File: config.mk
export PLATFORM = sky130hd
export DESIGN_NAME = spi_flash_command_sequencer
export DESIGN_NICKNAME = d
export VERILOG_FILES = /design/src/rtl/sfcs_pkg.sv /design/src/rtl/spi_flash_command_sequencer.sv
export SDC_FILE = /design/constraint.sdc
export NUM_CORES = 1
export LEC_CHECK = 0
export ABC_AREA = 1
export BUFFER_PORTS_ARGS = -buffer_cell sky130_fd_sc_hd__buf_2
export CORE_UTILIZATION = 40
export CTS_BUF_LIST = sky130_fd_sc_hd__clkbuf_8
export CTS_CLUSTER_DIAMETER = 100
export DETAILED_ROUTE_END_ITERATION = 10
export PLACE_DENSITY = 0.6
export SLEW_MARGIN = 30
export SYNTH_ARGS = -nofsm -noshare
export SYNTH_HDL_FRONTEND = slang
export SYNTH_SLANG_ARGS = --single-unit
File: constraint.sdc
create_clock -name clk -period 4.9 [get_ports clk]
set_input_delay 0.49 -clock clk [delete_from_list [all_inputs] [get_ports clk]]
set_output_delay 0.49 -clock clk [all_outputs]
set_load 0.02 [all_outputs]
File: src/rtl/sfcs_pkg.sv
// Package for the SPI flash command sequencer: bus action, request and
// operation codes, flash opcodes and the result word type.
// No dependencies.
package sfcs_pkg;

    localparam int MAX_RESULTS = 12;
    localparam int RES_IDX_W = $clog2(MAX_RESULTS);
    localparam int RES_CNT_W = $clog2(MAX_RESULTS + 1);

    typedef enum logic [2:0] {
        ACT_LOW    = 3'd0,
        ACT_SEND   = 3'd1,
        ACT_RECV   = 3'd2,
        ACT_HIGH   = 3'd3,
        ACT_REPORT = 3'd4
    } act_t;

    typedef logic [2:0] req_t;
    localparam req_t REQ_ID      = 3'd0;
    localparam req_t REQ_READ    = 3'd1;
    localparam req_t REQ_ERASE   = 3'd2;
    localparam req_t REQ_WRITE   = 3'd3;
    localparam req_t REQ_DATA    = 3'd4;
    localparam req_t REQ_BYTE_IN = 3'd5;

    typedef logic [1:0] kind_t;
    localparam kind_t KIND_ID    = 2'd0;
    localparam kind_t KIND_READ  = 2'd1;
    localparam kind_t KIND_ERASE = 2'd2;
    localparam kind_t KIND_WRITE = 2'd3;

    localparam logic [7:0] EXPECTED_ID = 8'h9d;
    localparam logic [7:0] OP_STATUS   = 8'h05;
    localparam logic [7:0] OP_READ     = 8'h03;
    localparam logic [7:0] OP_ERASE    = 8'hd7;
    localparam logic [7:0] OP_PROGRAM  = 8'h02;
    localparam logic [7:0] OP_WREN     = 8'h06;
    localparam logic [7:0] OP_ID       = 8'h9f;

    localparam logic REG_BUSY_BIT = 1'b0;

    typedef struct packed {
        act_t       act;
        logic [7:0] val;
        logic       st;
        logic       done;
    } res_t;

    function automatic res_t mk(act_t a, logic [7:0] v, logic s, logic d);
        res_t r;
        r.act  = a;
        r.val  = v;
        r.st   = s;
        r.done = d;
        return r;
    endfunction

endpackage

File: src/rtl/spi_flash_command_sequencer.sv
// An accepted word is registered, then expanded into up to twelve bus actions that
// leave one word per cycle while m_tready is high. Expansion waits until the result
// buffer is empty or its last action is taken. The input register takes the next word
// while actions drain. Reset clears the phase and state and sets the busy bit index to
// one. Depends on sfcs_pkg. Sector and page sizes must be powers of two; the module
// does not enforce it.
module spi_flash_command_sequencer #(
    parameter int PAGE_BYTES   = 256,
    parameter int SECTOR_BYTES = 4096,
    parameter int ADDRESS_BITS = 24
) (
    input  logic        clk,
    input  logic        rst_n,
    input  logic        s_tvalid,
    output logic        s_tready,
    // base_addr[23:0], byte_count[48:24], data_byte[56:49], zero fill
    input  logic [63:0] s_tdata,
    // req_type[2:0]
    input  logic [2:0]  s_tuser,
    output logic        m_tvalid,
    input  logic        m_tready,
    // byte_value[7:0], op_status[8], op_done[9], zero fill
    output logic [15:0] m_tdata,
    // bus_action[2:0]
    output logic [2:0]  m_tuser,
    output logic        m_tlast,
    input  logic        psel,
    input  logic        penable,
    input  logic        pwrite,
    input  logic [2:0]  paddr,
    input  logic [31:0] pwdata,
    output logic [31:0] prdata,
    output logic        pready
);

    localparam int AW = ADDRESS_BITS;
    localparam int SB = $clog2(SECTOR_BYTES);
    localparam int PB = $clog2(PAGE_BYTES);
    localparam logic [24:0] SPACE = 25'(64'(1) << AW);
    localparam logic [AW-1:0] SECTOR_MASK = AW'((64'(1) << SB) - 64'(1));
    localparam logic [AW-1:0] PAGE_MASK = AW'((64'(1) << PB) - 64'(1));
    localparam logic [AW-1:0] SECTOR_STEP = AW'(64'(1) << SB);

    typedef enum logic [2:0] {
        PH_IDLE,
        PH_ID,
        PH_READ,
        PH_POLL,
        PH_DATA
    } phase_t;

    phase_t                           phase_reg, phase_next;
    sfcs_pkg::kind_t                  kind_reg, kind_next;
    logic [AW-1:0]                    cur_addr_reg, cur_addr_next;
    logic [24:0]                      remain_reg, remain_next;
    logic [AW-1:0]                    end_addr_reg, end_addr_next;
    logic                             poll_after_reg, poll_after_next;
    logic [2:0]                       busy_bit_reg, busy_bit_next;
    logic                             in_valid_reg, in_valid_next;
    sfcs_pkg::req_t                   in_req_reg;
    logic [23:0]                      in_addr_reg;
    logic [24:0]                      in_cnt_reg;
    logic [7:0]                       in_byte_reg;
    logic [sfcs_pkg::RES_CNT_W-1:0]   rem_reg, rem_next;
    sfcs_pkg::res_t                   list_reg [sfcs_pkg::MAX_RESULTS];
    sfcs_pkg::res_t                   list_next [sfcs_pkg::MAX_RESULTS];

    logic                             take;
    logic                             proceed;
    logic                             in_take;
    logic [sfcs_pkg::RES_CNT_W-1:0]   n;
    logic [AW-1:0]                    addr_m;
    logic [24:0]                      avail;
    logic [24:0]                      cnt_c;
    logic [24:0]                      last_byte;
    logic [AW-1:0]                    cur_inc;
    logic [23:0]                      addr24;
    logic [24:0]                      rem_after;
    logic                             busy;
    logic                             cfg_write;

    assign take      = m_tvalid && m_tready;
    assign proceed   = in_valid_reg && ((rem_reg == '0) ||
                       ((rem_reg == sfcs_pkg::RES_CNT_W'(1)) && m_tready));
    assign s_tready  = !in_valid_reg || proceed;
    assign in_take   = s_tvalid && s_tready;

    assign addr_m    = in_addr_reg[AW-1:0];
    assign avail     = SPACE - 25'(addr_m);
    assign cnt_c     = (in_cnt_reg > avail) ? avail : in_cnt_reg;
    assign last_byte = 25'(addr_m) + cnt_c - 25'd1;
    assign cur_inc   = cur_addr_reg + AW'(1);
    assign addr24    = 24'(cur_addr_reg);
    assign rem_after = (remain_reg != '0) ? remain_reg - 25'd1 : '0;
    assign busy      = in_byte_reg[busy_bit_reg];

    assign m_tvalid  = (rem_reg != '0);
    assign m_tlast   = (rem_reg == sfcs_pkg::RES_CNT_W'(1));
    assign m_tuser   = list_reg[0].act;
    assign m_tdata   = {6'd0, list_reg[0].done, list_reg[0].st, list_reg[0].val};

    assign pready    = 1'b1;
    assign cfg_write = psel && penable && pwrite && pready;
    assign prdata    = (paddr[2] == sfcs_pkg::REG_BUSY_BIT) ? 32'(busy_bit_reg) : 32'd0;

    always_comb
    begin
        busy_bit_next = busy_bit_reg;
        if (cfg_write && (paddr[2] == sfcs_pkg::REG_BUSY_BIT))
        begin
            busy_bit_next = pwdata[2:0];
        end
    end

    always_comb
    begin
        in_valid_next   = in_valid_reg;
        phase_next      = phase_reg;
        kind_next       = kind_reg;
        cur_addr_next   = cur_addr_reg;
        remain_next     = remain_reg;
        end_addr_next   = end_addr_reg;
        poll_after_next = poll_after_reg;
        rem_next        = rem_reg;
        n               = '0;
        for (int i = 0; i < sfcs_pkg::MAX_RESULTS; i++)
        begin
            list_next[i] = list_reg[i];
        end

        if (in_take)
        begin
            in_valid_next = 1'b1;
        end
        else if (proceed)
        begin
            in_valid_next = 1'b0;
        end

        if (take)
        begin
            for (int i = 0; i < sfcs_pkg::MAX_RESULTS - 1; i++)
            begin
                list_next[i] = list_reg[i+1];
            end
            list_next[sfcs_pkg::MAX_RESULTS-1] = '0;
            rem_next = rem_reg - sfcs_pkg::RES_CNT_W'(1);
        end

        if (proceed)
        begin
            for (int i = 0; i < sfcs_pkg::MAX_RESULTS; i++)
            begin
                list_next[i] = '0;
            end
            case (in_req_reg)
                sfcs_pkg::REQ_ID:
                begin
                    if (phase_reg == PH_IDLE)
                    begin
                        kind_next = sfcs_pkg::KIND_ID;
                        list_next[0] = sfcs_pkg::mk(sfcs_pkg::ACT_LOW, 8'd0, 1'b0, 1'b0);
                        list_next[1] = sfcs_pkg::mk(sfcs_pkg::ACT_SEND, sfcs_pkg::OP_ID,
                                                    1'b0, 1'b0);
                        list_next[2] = sfcs_pkg::mk(sfcs_pkg::ACT_RECV, 8'd0, 1'b0, 1'b0);
                        list_next[3] = sfcs_pkg::mk(sfcs_pkg::ACT_HIGH, 8'd0, 1'b0, 1'b0);
                        n = sfcs_pkg::RES_CNT_W'(4);
                        phase_next = PH_ID;
                    end
                end
                sfcs_pkg::REQ_READ, sfcs_pkg::REQ_ERASE, sfcs_pkg::REQ_WRITE:
                begin
                    if (phase_reg == PH_IDLE)
                    begin
                        kind_next = in_req_reg[1:0];
                        if (cnt_c == '0)
                        begin
                            list_next[0] = sfcs_pkg::mk(sfcs_pkg::ACT_REPORT, 8'd0,
                                                        1'b0, 1'b1);
                            n = sfcs_pkg::RES_CNT_W'(1);
                        end
                        else if (in_req_reg == sfcs_pkg::REQ_READ)
                        begin
                            cur_addr_next = addr_m;
                            remain_next   = cnt_c;
                            list_next[0] = sfcs_pkg::mk(sfcs_pkg::ACT_LOW, 8'd0, 1'b0, 1'b0);
                            list_next[1] = sfcs_pkg::mk(sfcs_pkg::ACT_SEND, sfcs_pkg::OP_READ,
                                                        1'b0, 1'b0);
                            list_next[2] = sfcs_pkg::mk(sfcs_pkg::ACT_SEND,
                                                        8'(24'(addr_m) >> 16), 1'b0, 1'b0);
                            list_next[3] = sfcs_pkg::mk(sfcs_pkg::ACT_SEND,
                                                        8'(24'(addr_m) >> 8), 1'b0, 1'b0);
                            list_next[4] = sfcs_pkg::mk(sfcs_pkg::ACT_SEND,
                                                        8'(24'(addr_m)), 1'b0, 1'b0);
                            list_next[5] = sfcs_pkg::mk(sfcs_pkg::ACT_RECV, 8'd0, 1'b0, 1'b0);
                            n = sfcs_pkg::RES_CNT_W'(6);
                            phase_next = PH_READ;
                        end
                        else
                        begin
                            if (in_req_reg == sfcs_pkg::REQ_ERASE)
                            begin
                                cur_addr_next = addr_m & ~SECTOR_MASK;
                                end_addr_next = AW'(last_byte) & ~SECTOR_MASK;
                            end
                            else
                            begin
                                cur_addr_next = addr_m;
                                remain_next   = cnt_c;
                            end
                            list_next[0] = sfcs_pkg::mk(sfcs_pkg::ACT_LOW, 8'd0, 1'b0, 1'b0);
                            list_next[1] = sfcs_pkg::mk(sfcs_pkg::ACT_SEND,
                                                        sfcs_pkg::OP_STATUS, 1'b0, 1'b0);
                            list_next[2] = sfcs_pkg::mk(sfcs_pkg::ACT_RECV, 8'd0, 1'b0, 1'b0);
                            list_next[3] = sfcs_pkg::mk(sfcs_pkg::ACT_HIGH, 8'd0, 1'b0, 1'b0);
                            n = sfcs_pkg::RES_CNT_W'(4);
                            poll_after_next = 1'b0;
                            phase_next = PH_POLL;
                        end
                    end
                end
                sfcs_pkg::REQ_DATA:
                begin
                    if (phase_reg == PH_DATA)
                    begin
                        list_next[0] = sfcs_pkg::mk(sfcs_pkg::ACT_SEND, in_byte_reg,
                                                    1'b0, 1'b0);
                        n = sfcs_pkg::RES_CNT_W'(1);
                        cur_addr_next = cur_inc;
                        remain_next   = rem_after;
                        if ((rem_after == '0) || ((cur_inc & PAGE_MASK) == '0))
                        begin
                            list_next[1] = sfcs_pkg::mk(sfcs_pkg::ACT_HIGH, 8'd0, 1'b0, 1'b0);
                            list_next[2] = sfcs_pkg::mk(sfcs_pkg::ACT_LOW, 8'd0, 1'b0, 1'b0);
                            list_next[3] = sfcs_pkg::mk(sfcs_pkg::ACT_SEND,
                                                        sfcs_pkg::OP_STATUS, 1'b0, 1'b0);
                            list_next[4] = sfcs_pkg::mk(sfcs_pkg::ACT_RECV, 8'd0, 1'b0, 1'b0);
                            n = sfcs_pkg::RES_CNT_W'(5);
                            poll_after_next = 1'b1;
                            phase_next = PH_POLL;
                        end
                    end
                end
                sfcs_pkg::REQ_BYTE_IN:
                begin
                    if (phase_reg == PH_ID)
                    begin
                        list_next[0] = sfcs_pkg::mk(sfcs_pkg::ACT_REPORT, in_byte_reg,
                                                    in_byte_reg != sfcs_pkg::EXPECTED_ID, 1'b1);
                        n = sfcs_pkg::RES_CNT_W'(1);
                        phase_next = PH_IDLE;
                    end
                    else if (phase_reg == PH_READ)
                    begin
                        if (remain_reg <= 25'd1)
                        begin
                            remain_next = '0;
                            list_next[0] = sfcs_pkg::mk(sfcs_pkg::ACT_HIGH, 8'd0, 1'b0, 1'b0);
                            list_next[1] = sfcs_pkg::mk(sfcs_pkg::ACT_REPORT, in_byte_reg,
                                                        1'b0, 1'b1);
                            n = sfcs_pkg::RES_CNT_W'(2);
                            phase_next = PH_IDLE;
                        end
                        else
                        begin
                            remain_next   = remain_reg - 25'd1;
                            cur_addr_next = cur_inc;
                            list_next[0] = sfcs_pkg::mk(sfcs_pkg::ACT_REPORT, in_byte_reg,
                                                        1'b0, 1'b0);
                            list_next[1] = sfcs_pkg::mk(sfcs_pkg::ACT_RECV, 8'd0, 1'b0, 1'b0);
                            n = sfcs_pkg::RES_CNT_W'(2);
                        end
                    end
                    else if (phase_reg == PH_POLL)
                    begin
                        if (poll_after_reg)
                        begin
                            list_next[0] = sfcs_pkg::mk(sfcs_pkg::ACT_HIGH, 8'd0, 1'b0, 1'b0);
                            n = sfcs_pkg::RES_CNT_W'(1);
                        end
                        if (busy)
                        begin
                            list_next[n[sfcs_pkg::RES_IDX_W-1:0]] =
                                sfcs_pkg::mk(sfcs_pkg::ACT_LOW, 8'd0, 1'b0, 1'b0);
                            list_next[n[sfcs_pkg::RES_IDX_W-1:0] + 4'd1] =
                                sfcs_pkg::mk(sfcs_pkg::ACT_SEND, sfcs_pkg::OP_STATUS,
                                             1'b0, 1'b0);
                            list_next[n[sfcs_pkg::RES_IDX_W-1:0] + 4'd2] =
                                sfcs_pkg::mk(sfcs_pkg::ACT_RECV, 8'd0, 1'b0, 1'b0);
                            if (poll_after_reg)
                            begin
                                n = sfcs_pkg::RES_CNT_W'(4);
                            end
                            else
                            begin
                                list_next[3] = sfcs_pkg::mk(sfcs_pkg::ACT_HIGH, 8'd0,
                                                            1'b0, 1'b0);
                                n = sfcs_pkg::RES_CNT_W'(4);
                            end
                        end
                        else if (!poll_after_reg)
                        begin
                            list_next[0] = sfcs_pkg::mk(sfcs_pkg::ACT_LOW, 8'd0, 1'b0, 1'b0);
                            list_next[1] = sfcs_pkg::mk(sfcs_pkg::ACT_SEND, sfcs_pkg::OP_WREN,
                                                        1'b0, 1'b0);
                            list_next[2] = sfcs_pkg::mk(sfcs_pkg::ACT_HIGH, 8'd0, 1'b0, 1'b0);
                            list_next[3] = sfcs_pkg::mk(sfcs_pkg::ACT_LOW, 8'd0, 1'b0, 1'b0);
                            list_next[5] = sfcs_pkg::mk(sfcs_pkg::ACT_SEND, addr24[23:16],
                                                        1'b0, 1'b0);
                            list_next[6] = sfcs_pkg::mk(sfcs_pkg::ACT_SEND, addr24[15:8],
                                                        1'b0, 1'b0);
                            list_next[7] = sfcs_pkg::mk(sfcs_pkg::ACT_SEND, addr24[7:0],
                                                        1'b0, 1'b0);
                            if (kind_reg == sfcs_pkg::KIND_ERASE)
                            begin
                                list_next[4] = sfcs_pkg::mk(sfcs_pkg::ACT_SEND,
                                                            sfcs_pkg::OP_ERASE, 1'b0, 1'b0);
                                list_next[8] = sfcs_pkg::mk(sfcs_pkg::ACT_HIGH, 8'd0,
                                                            1'b0, 1'b0);
                                list_next[9] = sfcs_pkg::mk(sfcs_pkg::ACT_LOW, 8'd0,
                                                            1'b0, 1'b0);
                                list_next[10] = sfcs_pkg::mk(sfcs_pkg::ACT_SEND,
                                                             sfcs_pkg::OP_STATUS, 1'b0, 1'b0);
                                list_next[11] = sfcs_pkg::mk(sfcs_pkg::ACT_RECV, 8'd0,
                                                             1'b0, 1'b0);
                                n = sfcs_pkg::RES_CNT_W'(12);
                                poll_after_next = 1'b1;
                            end
                            else
                            begin
                                list_next[4] = sfcs_pkg::mk(sfcs_pkg::ACT_SEND,
                                                            sfcs_pkg::OP_PROGRAM, 1'b0, 1'b0);
                                n = sfcs_pkg::RES_CNT_W'(8);
                                phase_next = PH_DATA;
                            end
                        end
                        else if (((kind_reg == sfcs_pkg::KIND_ERASE) &&
                                  (cur_addr_reg == end_addr_reg)) ||
                                 ((kind_reg != sfcs_pkg::KIND_ERASE) && (remain_reg == '0)))
                        begin
                            list_next[1] = sfcs_pkg::mk(sfcs_pkg::ACT_REPORT, 8'd0,
                                                        1'b0, 1'b1);
                            n = sfcs_pkg::RES_CNT_W'(2);
                            phase_next = PH_IDLE;
                        end
                        else
                        begin
                            if (kind_reg == sfcs_pkg::KIND_ERASE)
                            begin
                                cur_addr_next = cur_addr_reg + SECTOR_STEP;
                            end
                            list_next[1] = sfcs_pkg::mk(sfcs_pkg::ACT_LOW, 8'd0, 1'b0, 1'b0);
                            list_next[2] = sfcs_pkg::mk(sfcs_pkg::ACT_SEND,
                                                        sfcs_pkg::OP_STATUS, 1'b0, 1'b0);
                            list_next[3] = sfcs_pkg::mk(sfcs_pkg::ACT_RECV, 8'd0, 1'b0, 1'b0);
                            list_next[4] = sfcs_pkg::mk(sfcs_pkg::ACT_HIGH, 8'd0, 1'b0, 1'b0);
                            n = sfcs_pkg::RES_CNT_W'(5);
                            poll_after_next = 1'b0;
                        end
                    end
                end
                default:
                begin
                    n = '0;
                end
            endcase
            rem_next = n;
        end
    end

    always_ff @(posedge clk or negedge rst_n)
    begin
        if (!rst_n)
        begin
            phase_reg      <= PH_IDLE;
            kind_reg       <= sfcs_pkg::KIND_ID;
            cur_addr_reg   <= '0;
            remain_reg     <= '0;
            end_addr_reg   <= '0;
            poll_after_reg <= 1'b0;
            busy_bit_reg   <= 3'd1;
            in_valid_reg   <= 1'b0;
            rem_reg        <= '0;
            in_req_reg     <= '0;
            in_addr_reg    <= '0;
            in_cnt_reg     <= '0;
            in_byte_reg    <= '0;
            for (int i = 0; i < sfcs_pkg::MAX_RESULTS; i++)
            begin
                list_reg[i] <= '0;
            end
        end
        else
        begin
            phase_reg      <= phase_next;
            kind_reg       <= kind_next;
            cur_addr_reg   <= cur_addr_next;
            remain_reg     <= remain_next;
            end_addr_reg   <= end_addr_next;
            poll_after_reg <= poll_after_next;
            busy_bit_reg   <= busy_bit_next;
            in_valid_reg   <= in_valid_next;
            rem_reg        <= rem_next;
            if (in_take)
            begin
                in_req_reg  <= s_tuser;
                in_addr_reg <= s_tdata[23:0];
                in_cnt_reg  <= s_tdata[48:24];
                in_byte_reg <= s_tdata[56:49];
            end
            for (int i = 0; i < sfcs_pkg::MAX_RESULTS; i++)
            begin
                list_reg[i] <= list_next[i];
            end
        end
    end

    a_data_is_write: assert property (@(posedge clk) disable iff (!rst_n)
        (phase_reg == PH_DATA) |-> (kind_reg == sfcs_pkg::KIND_WRITE))
        else $error("data phase entered for an operation other than write");

    a_poll_kind: assert property (@(posedge clk) disable iff (!rst_n)
        (phase_reg == PH_POLL) |->
        ((kind_reg == sfcs_pkg::KIND_ERASE) || (kind_reg == sfcs_pkg::KIND_WRITE)))
        else $error("status poll running for an operation without a poll");

    a_erase_range: assert property (@(posedge clk) disable iff (!rst_n)
        ((phase_reg == PH_POLL) && (kind_reg == sfcs_pkg::KIND_ERASE)) |->
        (cur_addr_reg <= end_addr_reg))
        else $error("erase sector address ran past the end sector");

    a_buffer_bound: assert property (@(posedge clk) disable iff (!rst_n)
        rem_reg <= sfcs_pkg::RES_CNT_W'(sfcs_pkg::MAX_RESULTS))
        else $error("result buffer count exceeds its depth");

    a_input_held: assert property (@(posedge clk) disable iff (!rst_n)
        (in_valid_reg && !proceed) |=> (in_valid_reg && $stable(in_req_reg)))
        else $error("pending input word lost before it was processed");

endmodule

# After elaboration in Yosys (flattened, before gate mapping)
# Index checks and enable logic that the tools add are counted.
# Widths: inputs -> output; s select.
# word_totals
ff_bits,291
latch_bits,0
mem_bits_rw,0
mem_bits_ro,0
inputBits,109
output_inout_bits,55
elab_cells,292
memories,0
# op_classes
addsub,9
multipliers,0
div,0
order_cmp,9
eq_ne,37
n_shift,0
muxes,124
bitwise_logic,14
n_reduce_logical,38
# ops
op,n
$mux 156,4
$mux 24,12
$mux 25,10
$pmux 52 s4,1
$mux 13,13
$and 156x156->156,1
$demux 13 s4,3
$mux 78,2
$not 156->156,1
$and 144x144->144,1
$not 144->144,1
$mux 143,1
$mux 130,1
$mux 63,2
$and 120x120->120,1
$not 120->120,1
$mux 51,2
$mux 89,1
$logic_not 25->1,3
$pmux 25 s3,1
$mux 37,2
$pmux 24 s3,1
$mux 3,20
$mux 26,2
59 further kinds,144

# Logic depth before layout (Yosys ltp)
# Gate-level depths: netlist of run 1.
# depth
word_depth,22
ltp_mapped,38
depth_no_buf,37

# Least setup slack after synthesis of run 1
# OpenSTA, ideal clock, no wires.
# synth_path
kind,flip-flop to flip-flop
from,register in_addr_reg[0] (netlist: addr_m[0])
to,register end_addr_reg[23]
setup_ps,83
arrival_ps,4308
required_ps,4817
setup_slack_ps,510
path_stages_with_launch,35
path_buffers,1
synth_period_minus_slack_ps,4390
cell_sequence,dfrtp_1 -> clkinv_1 -> ha_1 -> nand2_2 -> nor2_2 -> inv_2 -> nor2_4 -> nand2_2 -> o21ai_0 -> nand2_1 -> ha_1 -> nand2_1 -> nor2_1 -> inv_1 -> nor2_1 -> nand2_1 -> nand3_4 -> nand2_8 -> buf_6 -> nand2_1 -> nand2_1 -> ha_1 -> inv_1 -> ha_1 -> a21oi_1 -> inv_1 -> a21oi_1 -> nor2_1 -> nor2_1 -> nor3_1 -> a2111oi_0 -> nand2_1 -> nand2_1 -> nand2_1 -> o21ai_0
# synth_between
elab_chain_cells,6
elab_cells_between_ends,8
classes_between,3 x add/sub; 1 x order compare; 1 x mux; 1 x bitwise; 2 x reduce/logical
# synth_lines
element,line,rtl
"start, declared",spi_flash_command_sequencer.sv:61,logic [23:0] in_addr_reg;
"start signal, assigned",spi_flash_command_sequencer.sv:407,in_addr_reg <= s_tdata[23:0];
branches (longest 6 deep; another with $sub 25x24->25),n/a,
"end signal, assigned",spi_flash_command_sequencer.sv:399,end_addr_reg <= end_addr_next;
"end, declared",spi_flash_command_sequencer.sv:56,"logic [AW-1:0] end_addr_reg, end_addr_next;"
# Parallel ways; which one is timed is not known.
# A chain may end at the register's enable or synchronous reset.

# Worst setup path after layout of run 1
# layout_path
from,register in_addr_reg[0] (netlist: addr_m[0])
to,register end_addr_reg[19]
# The elaborated chain is that of the path after synthesis.

==> impl_metrics.env, run 1 <==
export IMPL_placedInstanceArea_mm2=0.0177
export IMPL_drt_total_wl_um=54300
export IMPL_core_region_area_mm2=0.0388
export IMPL_power_per_cell_area_mw_per_mm2=878
export IMPL_ctsRootBufferMaster="clkbuf_8"
export IMPL_flop_and_latch_count_out_of_synthesis=224
export IMPL_largest_register_ffs=76
export IMPL_fmaxAchievable_ghz=0.214
export IMPL_most_common_cell_after_layout_fill_and_taps_aside="nand2_1"
export IMPL_vdd_drop_max_mv=0.963
export IMPL_drt_vias_per_instance=5.30
export IMPL_hold_violations=0
export IMPL_final_area_mm2=0.0191
export IMPL_n_antenna_cell=0
export IMPL_fin_skew_ns=0.0380
export IMPL_drt_wirelength_per_cell_um=17.9
export IMPL_cp_data_arrival_time_ns=5.18
export IMPL_finalCriticalPeriod_ns=4.68
export IMPL_layout_drive_gt1_share=0.195
export IMPL_final_setup_viol_count=0
export IMPL_mappedNetlistArea_mm2=0.0158
export IMPL_critPathCaptureType="flop"
export IMPL_max_slew_margin=0.347
export IMPL_floorplan_initialDensity=0.407
export IMPL_start_kind="flop"
export IMPL_clk_pin_slew_ns=0.06
export IMPL_status="complete, no violations"
export IMPL_cts_made_buffers=40
export IMPL_rr_worst_depth=27
export IMPL_clock_path_buffers=3
export IMPL_worstPathRequired_ns=5.40
export IMPL_cts_htree_levels=2
export IMPL_die_area_mm2=0.0403
export IMPL_synth_seq_area_share=0.355
export IMPL_cts_sink_count=224
export IMPL_number_of_enable_flip_flop_cells_after_synthesis=0
export IMPL_layout_common_cells="nand2_1 (464), nor2_1 (314), a21oi_1 (238)"
export IMPL_antenna_violating_nets_post_route=0
export IMPL_port_buffers=89
export IMPL_vias=16104
export IMPL_syn2layout_area_growth_pct=21.2
export IMPL_postSynthCellCount=2262
export IMPL_min_delay_path_class="primary input to flop"
export IMPL_syn_avg_cell_area_um2=6.99
export IMPL_fin_max_slew_vios=0
export IMPL_grt_pass1_wl_um=85800
export IMPL_crit_fanout=4
export IMPL_holdPathStages=2
export IMPL_setup_repair_after_global_routing_missed_its_margin="true"
export IMPL_share_of_the_clock_period_used_by_the_worst_path_after_layout=0.954
export IMPL_pre_cts_slack_ns=-0.124
export IMPL_final_net_count=2676
export IMPL_yosys_warnings=0
export IMPL_timing_worst_slew_pin_value_ns=0.973
export IMPL_number_of_antenna_violations_at_the_first_check_in_global_routing=1
export IMPL_postLayoutSetupSlackWorst_ns=0.224
export IMPL_power_leakage_nw=9.22
export IMPL_cts_tree="done"
export IMPL_number_of_global_route_vias_before_repair=15462
export IMPL_firstDrtPassIters=6
export IMPL_synth_ff_type="dfrtp_1"
export IMPL_die_height_um=201
export IMPL_grt_remaining_overflow=0
export IMPL_fp_dieW_um=201
export IMPL_max_cap_viol_count=0
export IMPL_hold_ws_ns=0.128
export IMPL_totalPowerFinal_w=0.0168
export IMPL_grt_start_max_net_pins=127
export IMPL_grt_use_total=0.270
export IMPL_remaining_routing_drc_violations=0
export IMPL_drt_iter0_markers=1136
export IMPL_worstSetupPathType="flop to flop"
export IMPL_netlist_cell_type_count=55
export IMPL_fill_cells=3966
export IMPL_clock_insertion_delay_worst_skew_ns=0.62
export IMPL_routabilityCongestion=0.962
export IMPL_io_count=164
export IMPL_postSynth_asyncResetShare=1.00
export IMPL_detailed_place_hpwl_um=40800
export IMPL_number_of_core_rows=72
==> metrics by stage <==
step                std cells   util      TNS, ns
floorplan                2296      -            0
global placement         2947  0.455  -0.00000355
detailed placement       2947  0.456       -0.172
CTS                      3018  0.477            0
global route             3037  0.493       -0.257
finish                   3037  0.493            0
==> metal layers <==
metal,vias up,share of wire,global-route usage
met2,495,0.47,0.446
met4,0,0.030,0.0788
met5,-,0,0
li1,7819,-,-
met1,7692,0.44,0.363
met3,98,0.059,0.0420
==> final timing paths <==
check | startpoint | end | slack [ns]
worst max-delay path | addr_m[0] | end_addr_reg[19] | 0.22
worst min-delay path | s_tdata[54] | in_byte_reg[5] | 0.13
worst max register to register | addr_m[0] | end_addr_reg[19] | 0.22
worst min register to register | m_tuser[1] | m_tuser[1] | 0.48
max in group asynchronous | rst_n | remain_reg[12] | 3.51
min in group asynchronous | rst_n | m_tuser[1] | 0.38
==> critical path: stages (launching register included) <==
cell	delay, ns
dfrtp_1	0.38
inv_2	0.08
buf_4	0.12
nand4_1	0.25
buf_4	0.24
xor2_1	0.24
inv_1	0.09
ha_1	0.28
nand2_1	0.05
nor2_2	0.14
nand3_1	0.10
or2_4	0.29
buf_4	0.15
buf_4	0.14
nand3b_1	0.09
nand2_2	0.09
inv_1	0.09
ha_1	0.22
inv_1	0.09
ha_4	0.22
a21oi_4	0.15
nor2_1	0.07
nor2_2	0.18
nor2_1	0.09
a2111oi_2	0.32
o21ai_1	0.16
xnor2_1	0.19
o21ai_1	0.07
==> cells by family after synthesis <==
logic type | Yosys count | share of synthesized area
and+or+nand+nor | 1099 | 0.295
DFF | 224 | 0.355
xor gates and xnor gates | 51 | 0.0283
other | 2 | 0.000475
AOI/OAI and AO/OA | 417 | 0.142
muxes | 18 | 0.0128
adders and majority gates | 77 | 0.0610
buffers and inverters | 374 | 0.105
==> synthesized netlist by cell type (13+ instances only) <==
cell | count | area [um^2]
nand2_1 | 488 | 1830
dfrtp_1 | 223 | 5580
ha_1 | 77 | 963
inv_1 | 230 | 863
buf_2 | 13 | 65.1
nand3_1 | 162 | 811
nor2_1 | 337 | 1260
mux2_2 | 18 | 203
nand4_1 | 42 | 263
o22ai_1 | 19 | 119
o21ai_1 | 13 | 65.1
nor3_1 | 23 | 115
xor2_1 | 40 | 350
clkbuf_1 | 47 | 176
o21ai_0 | 93 | 465
a21oi_1 | 247 | 1240
buf_4 | 53 | 398
==> cell type report <==
cell class,instances,area (um^2),share of cell area
inverters,250,946,0.0494
flip-flops and latches,224,5610,0.293
well taps,518,648,0.0338
multi-input cells,1698,9140,0.477
clock buffers,48,661,0.0345
clock inverters,23,159,0.00830
repair buffers,276,1990,0.104
==> timing repair <==
| item | in CTS | in global routing |
|---|---|---|
| pin swaps | 0 | 35 |
| buffers inserted | 0 | 15 |
| resized for setup | 7 | 117 |
| gates cloned | 0 | 2 |
| setup endpoints to repair | 2 | 37 |
| endpoints found under the hold margin | 0 | 50 |
| hold buffers | 0 | 1 |
==> power breakdown <==
group | switching, W | leakage [nW] | internal (W)
registers | 0.000704 | 2.61 | 0.00261
clock network | 0.000857 | 0.481 | 0.000999
logic | 0.00682 | 6.13 | 0.00482
No activity file was read; power rests on OpenSTA's default activity.
==> inputs of run 2 (changes only) <==
Settings changed: ABC_AREA 1 to not set, CTS_CLUSTER_DIAMETER 100 to 60.
==> run 2 against run 1 <==
The run now ends with negative setup slack left; clock power increased by 2%; count of clock-buffer cells in the layout increased by 6; flip-flop and latch count unchanged; cell area increased by 4.7%.
==> impl_metrics.env, run 2 <==
export IMPL_firstDrtPassIters=8
export IMPL_critical_path_max_stage_delay_ns=0.44
export IMPL_start_kind="flop"
export IMPL_ff_latch_area_mm2=0.00561
export IMPL_violations_in_the_final_reports="negative setup slack"
export IMPL_die_area_mm2=0.0373
export IMPL_number_of_global_route_vias_before_repair=13639
export IMPL_grt_start_max_net_pins=105
export IMPL_cts_tree="done"
export IMPL_fp_dieW_um=193
export IMPL_final_net_count=2179
export IMPL_cp_data_arrival_time_ns=6.73
export IMPL_final_area_mm2=0.0200
export IMPL_die_height_um=193
export IMPL_yosys_area_top_type="dfrtp_1"
export IMPL_setup_repair_after_global_routing_missed_its_margin="true"
export IMPL_core_region_area_mm2=0.0357
export IMPL_power_per_cell_area_mw_per_mm2=920
export IMPL_mappedNetlistArea_mm2=0.0146
export IMPL_io_count=164
export IMPL_number_of_enable_flip_flop_cells_after_synthesis=0
export IMPL_vias=14117
export IMPL_worstPathRequired_ns=5.37
export IMPL_setup_tns_ns=-20.12
export IMPL_crit_fanout=6
export IMPL_clock_insertion_delay_worst_skew_ns=0.59
export IMPL_fmaxAchievable_ghz=0.160
export IMPL_status="complete, but fails checks"
export IMPL_max_cap_viol_count=0
export IMPL_crit_path_slowest_cell="o41a_1"
export IMPL_routabilityCongestion=0.951
export IMPL_most_common_cell_after_layout_fill_and_taps_aside="buf_4"
export IMPL_n_antenna_cell=0
export IMPL_postSynth_asyncResetShare=1.00
export IMPL_yosys_warnings=0
export IMPL_clock_path_buffers=3
export IMPL_max_slew_margin=0.169
export IMPL_cts_htree_levels=2
export IMPL_ctsRootBufferMaster="clkbuf_8"
export IMPL_number_of_core_rows=69
export IMPL_vdd_drop_max_mv=0.629
export IMPL_synthMostInstantiatedCell="dfrtp_1"
export IMPL_hold_violations=0
export IMPL_hold_ws_ns=0.128
export IMPL_drt_total_wl_um=50900
export IMPL_placedInstanceArea_mm2=0.0169
export IMPL_critPathCaptureType="flop"
export IMPL_finalCriticalPeriod_ns=6.27
export IMPL_syn_avg_cell_area_um2=8.79
export IMPL_grt_use_total=0.262
export IMPL_grt_pass1_wl_um=75600
export IMPL_flop_and_latch_count_out_of_synthesis=224
export IMPL_remaining_routing_drc_violations=0
export IMPL_drt_iter0_markers=1237
export IMPL_worst_r2r_setup_slack_ns=-1.37
export IMPL_postSynthCellCount=1662
export IMPL_grt_remaining_overflow=0
export IMPL_port_buffers=89
export IMPL_min_delay_path_class="primary input to flop"
export IMPL_layout_common_cells="buf_4 (236), dfrtp_1 (223), nor2_1 (162)"
export IMPL_synth_ff_type="dfrtp_1"
export IMPL_final_setup_viol_count=92
export IMPL_share_of_the_clock_period_used_by_the_worst_path_after_layout=1.28
export IMPL_drt_vias_per_instance=5.68
export IMPL_cts_sink_count=224
export IMPL_synth_top_area_share=0.382
export IMPL_cts_made_buffers=43
export IMPL_most_used_standard_cells_in_the_synthesized_netlist="dfrtp_1 (223), nor2_1 (174), nand2_1 (114)"
export IMPL_postLayoutSetupSlackWorst_ns=-1.37
export IMPL_number_of_antenna_violations_at_the_first_check_in_global_routing=0
export IMPL_fin_skew_ns=0.0354
export IMPL_clk_pin_slew_ns=0.06
export IMPL_antenna_violating_nets_post_route=0
export IMPL_netlist_cell_type_count=86
export IMPL_power_leakage_nw=9.01
export IMPL_largest_register_ffs=76
export IMPL_detailed_place_hpwl_um=34600
export IMPL_timing_worst_slew_pin_value_ns=1.24
export IMPL_fill_cells=3164
export IMPL_netlist_top_cells_area="dfrtp_1 (38%), ha_1 (6.6%), mux2_2 (6.0%)"
export IMPL_multi_input_area_mm2=0.00933
export IMPL_layout_drive_gt1_share=0.367
export IMPL_synth_seq_area_share=0.384
export IMPL_drt_wirelength_per_cell_um=20.5
export IMPL_syn2layout_area_growth_pct=37.1
export IMPL_worstSetupPathType="flop to flop"
export IMPL_fin_max_slew_vios=0
export IMPL_floorplan_initialDensity=0.409
[run 2: changes by cell type after synthesis, moves of 26 or more]
cell and delta:
mux2_2 +60, a31oi_1 +32, nand4_1 -30, inv_1 -130, a21oi_1 -136, nand2_1 -374, xnor2_1 +26, a22o_1 +28
nand3_1 -91, nor2_1 -163
[run 2: per-layer routing]
layer / global-route usage / wire length [um]
met5: 0 / 0
met4: 0.127 / 2470
met3: 0.0358 / 2680
met2: 0.434 / 24300
met1: 0.337 / 21500
[run 2: cells by family after synthesis]
| family | synth area share |
|---|---|
| muxes | 0.0694 |
| xor gates and xnor gates | 0.0336 |
| DFF | 0.384 |
| and+or+nand+nor | 0.179 |
| AOI/OAI and AO/OA | 0.191 |
| buffers and inverters | 0.0775 |
| other | 0.000514 |
| adders and majority gates | 0.0659 |
[run 2: cell type report]
type / count / share of cell area
Clock inverter: 22 / 0.00668
Timing Repair Buffer: 398 / 0.163
Clock buffer: 54 / 0.0371
Inverter: 100 / 0.0189
Tap cell: 461 / 0.0288
Sequential cell: 224 / 0.280
Multi-Input combinational cell: 1226 / 0.465
[run 2: where the power goes]
part / switching [W] / internal [W] / leakage (nW) / total [W]
Clock: 0.000854 / 0.00105 / 0.498 / 0.00190
Sequential: 0.000872 / 0.00265 / 2.76 / 0.00352
Combinational: 0.00668 / 0.00634 / 5.76 / 0.0130
Total: 0.00841 / 0.0100 / 9.01 / 0.0184
[run 2: through the flow]
| stage | worst slack, ns | std cells | util | power (W) |
|---|---|---|---|---|
| 6_report | -1.37 | 2485 | 0.561 | 0.0184 |
| 3_3_place_gp | -1.52 | 2314 | 0.472 | 0.0133 |
| 5_1_grt | -1.56 | 2485 | 0.561 | 0.0197 |
| 4_1_cts | -1.24 | 2438 | 0.522 | 0.0169 |
| 3_5_place_dp | -1.76 | 2314 | 0.472 | 0.0135 |
| 2_1_floorplan | -1.31 | 1696 | - | 0.00943 |
[run 2: worst paths after layout]
kind,end,cells past startpoint,start
max,end_addr_reg[22],28,addr_m[2]
min,in_valid_reg,2,s_tvalid
max reg2reg,end_addr_reg[22],28,addr_m[2]
min reg2reg,list_reg[115],2,list_reg[115]
max in group asynchronous,remain_reg[4],3,rst_n
min in group asynchronous,list_reg[54],2,rst_n
[run 2: critical path, delay by kind of cell, from the launching register on]
family / cells / cell delay (ns)
compound gates: 11 / 2.38
simple gates: 7 / 1.45
buf+inv: 5 / 0.81
fa+ha+maj: 3 / 0.78
flops: 1 / 0.40
mux: 1 / 0.25
xor+xnor: 1 / 0.07
[run 2: timing repair]
action | 4_1_cts | 5_1_grt
endpoints found under the setup margin | 93 | 97
gates resized for setup | 110 | 194
cloned | 1 | 9
buffers inserted | 57 | 39
pin swaps | 58 | 88
hold buffers | 1 | 0
hold endpoints to repair | 52 | 0
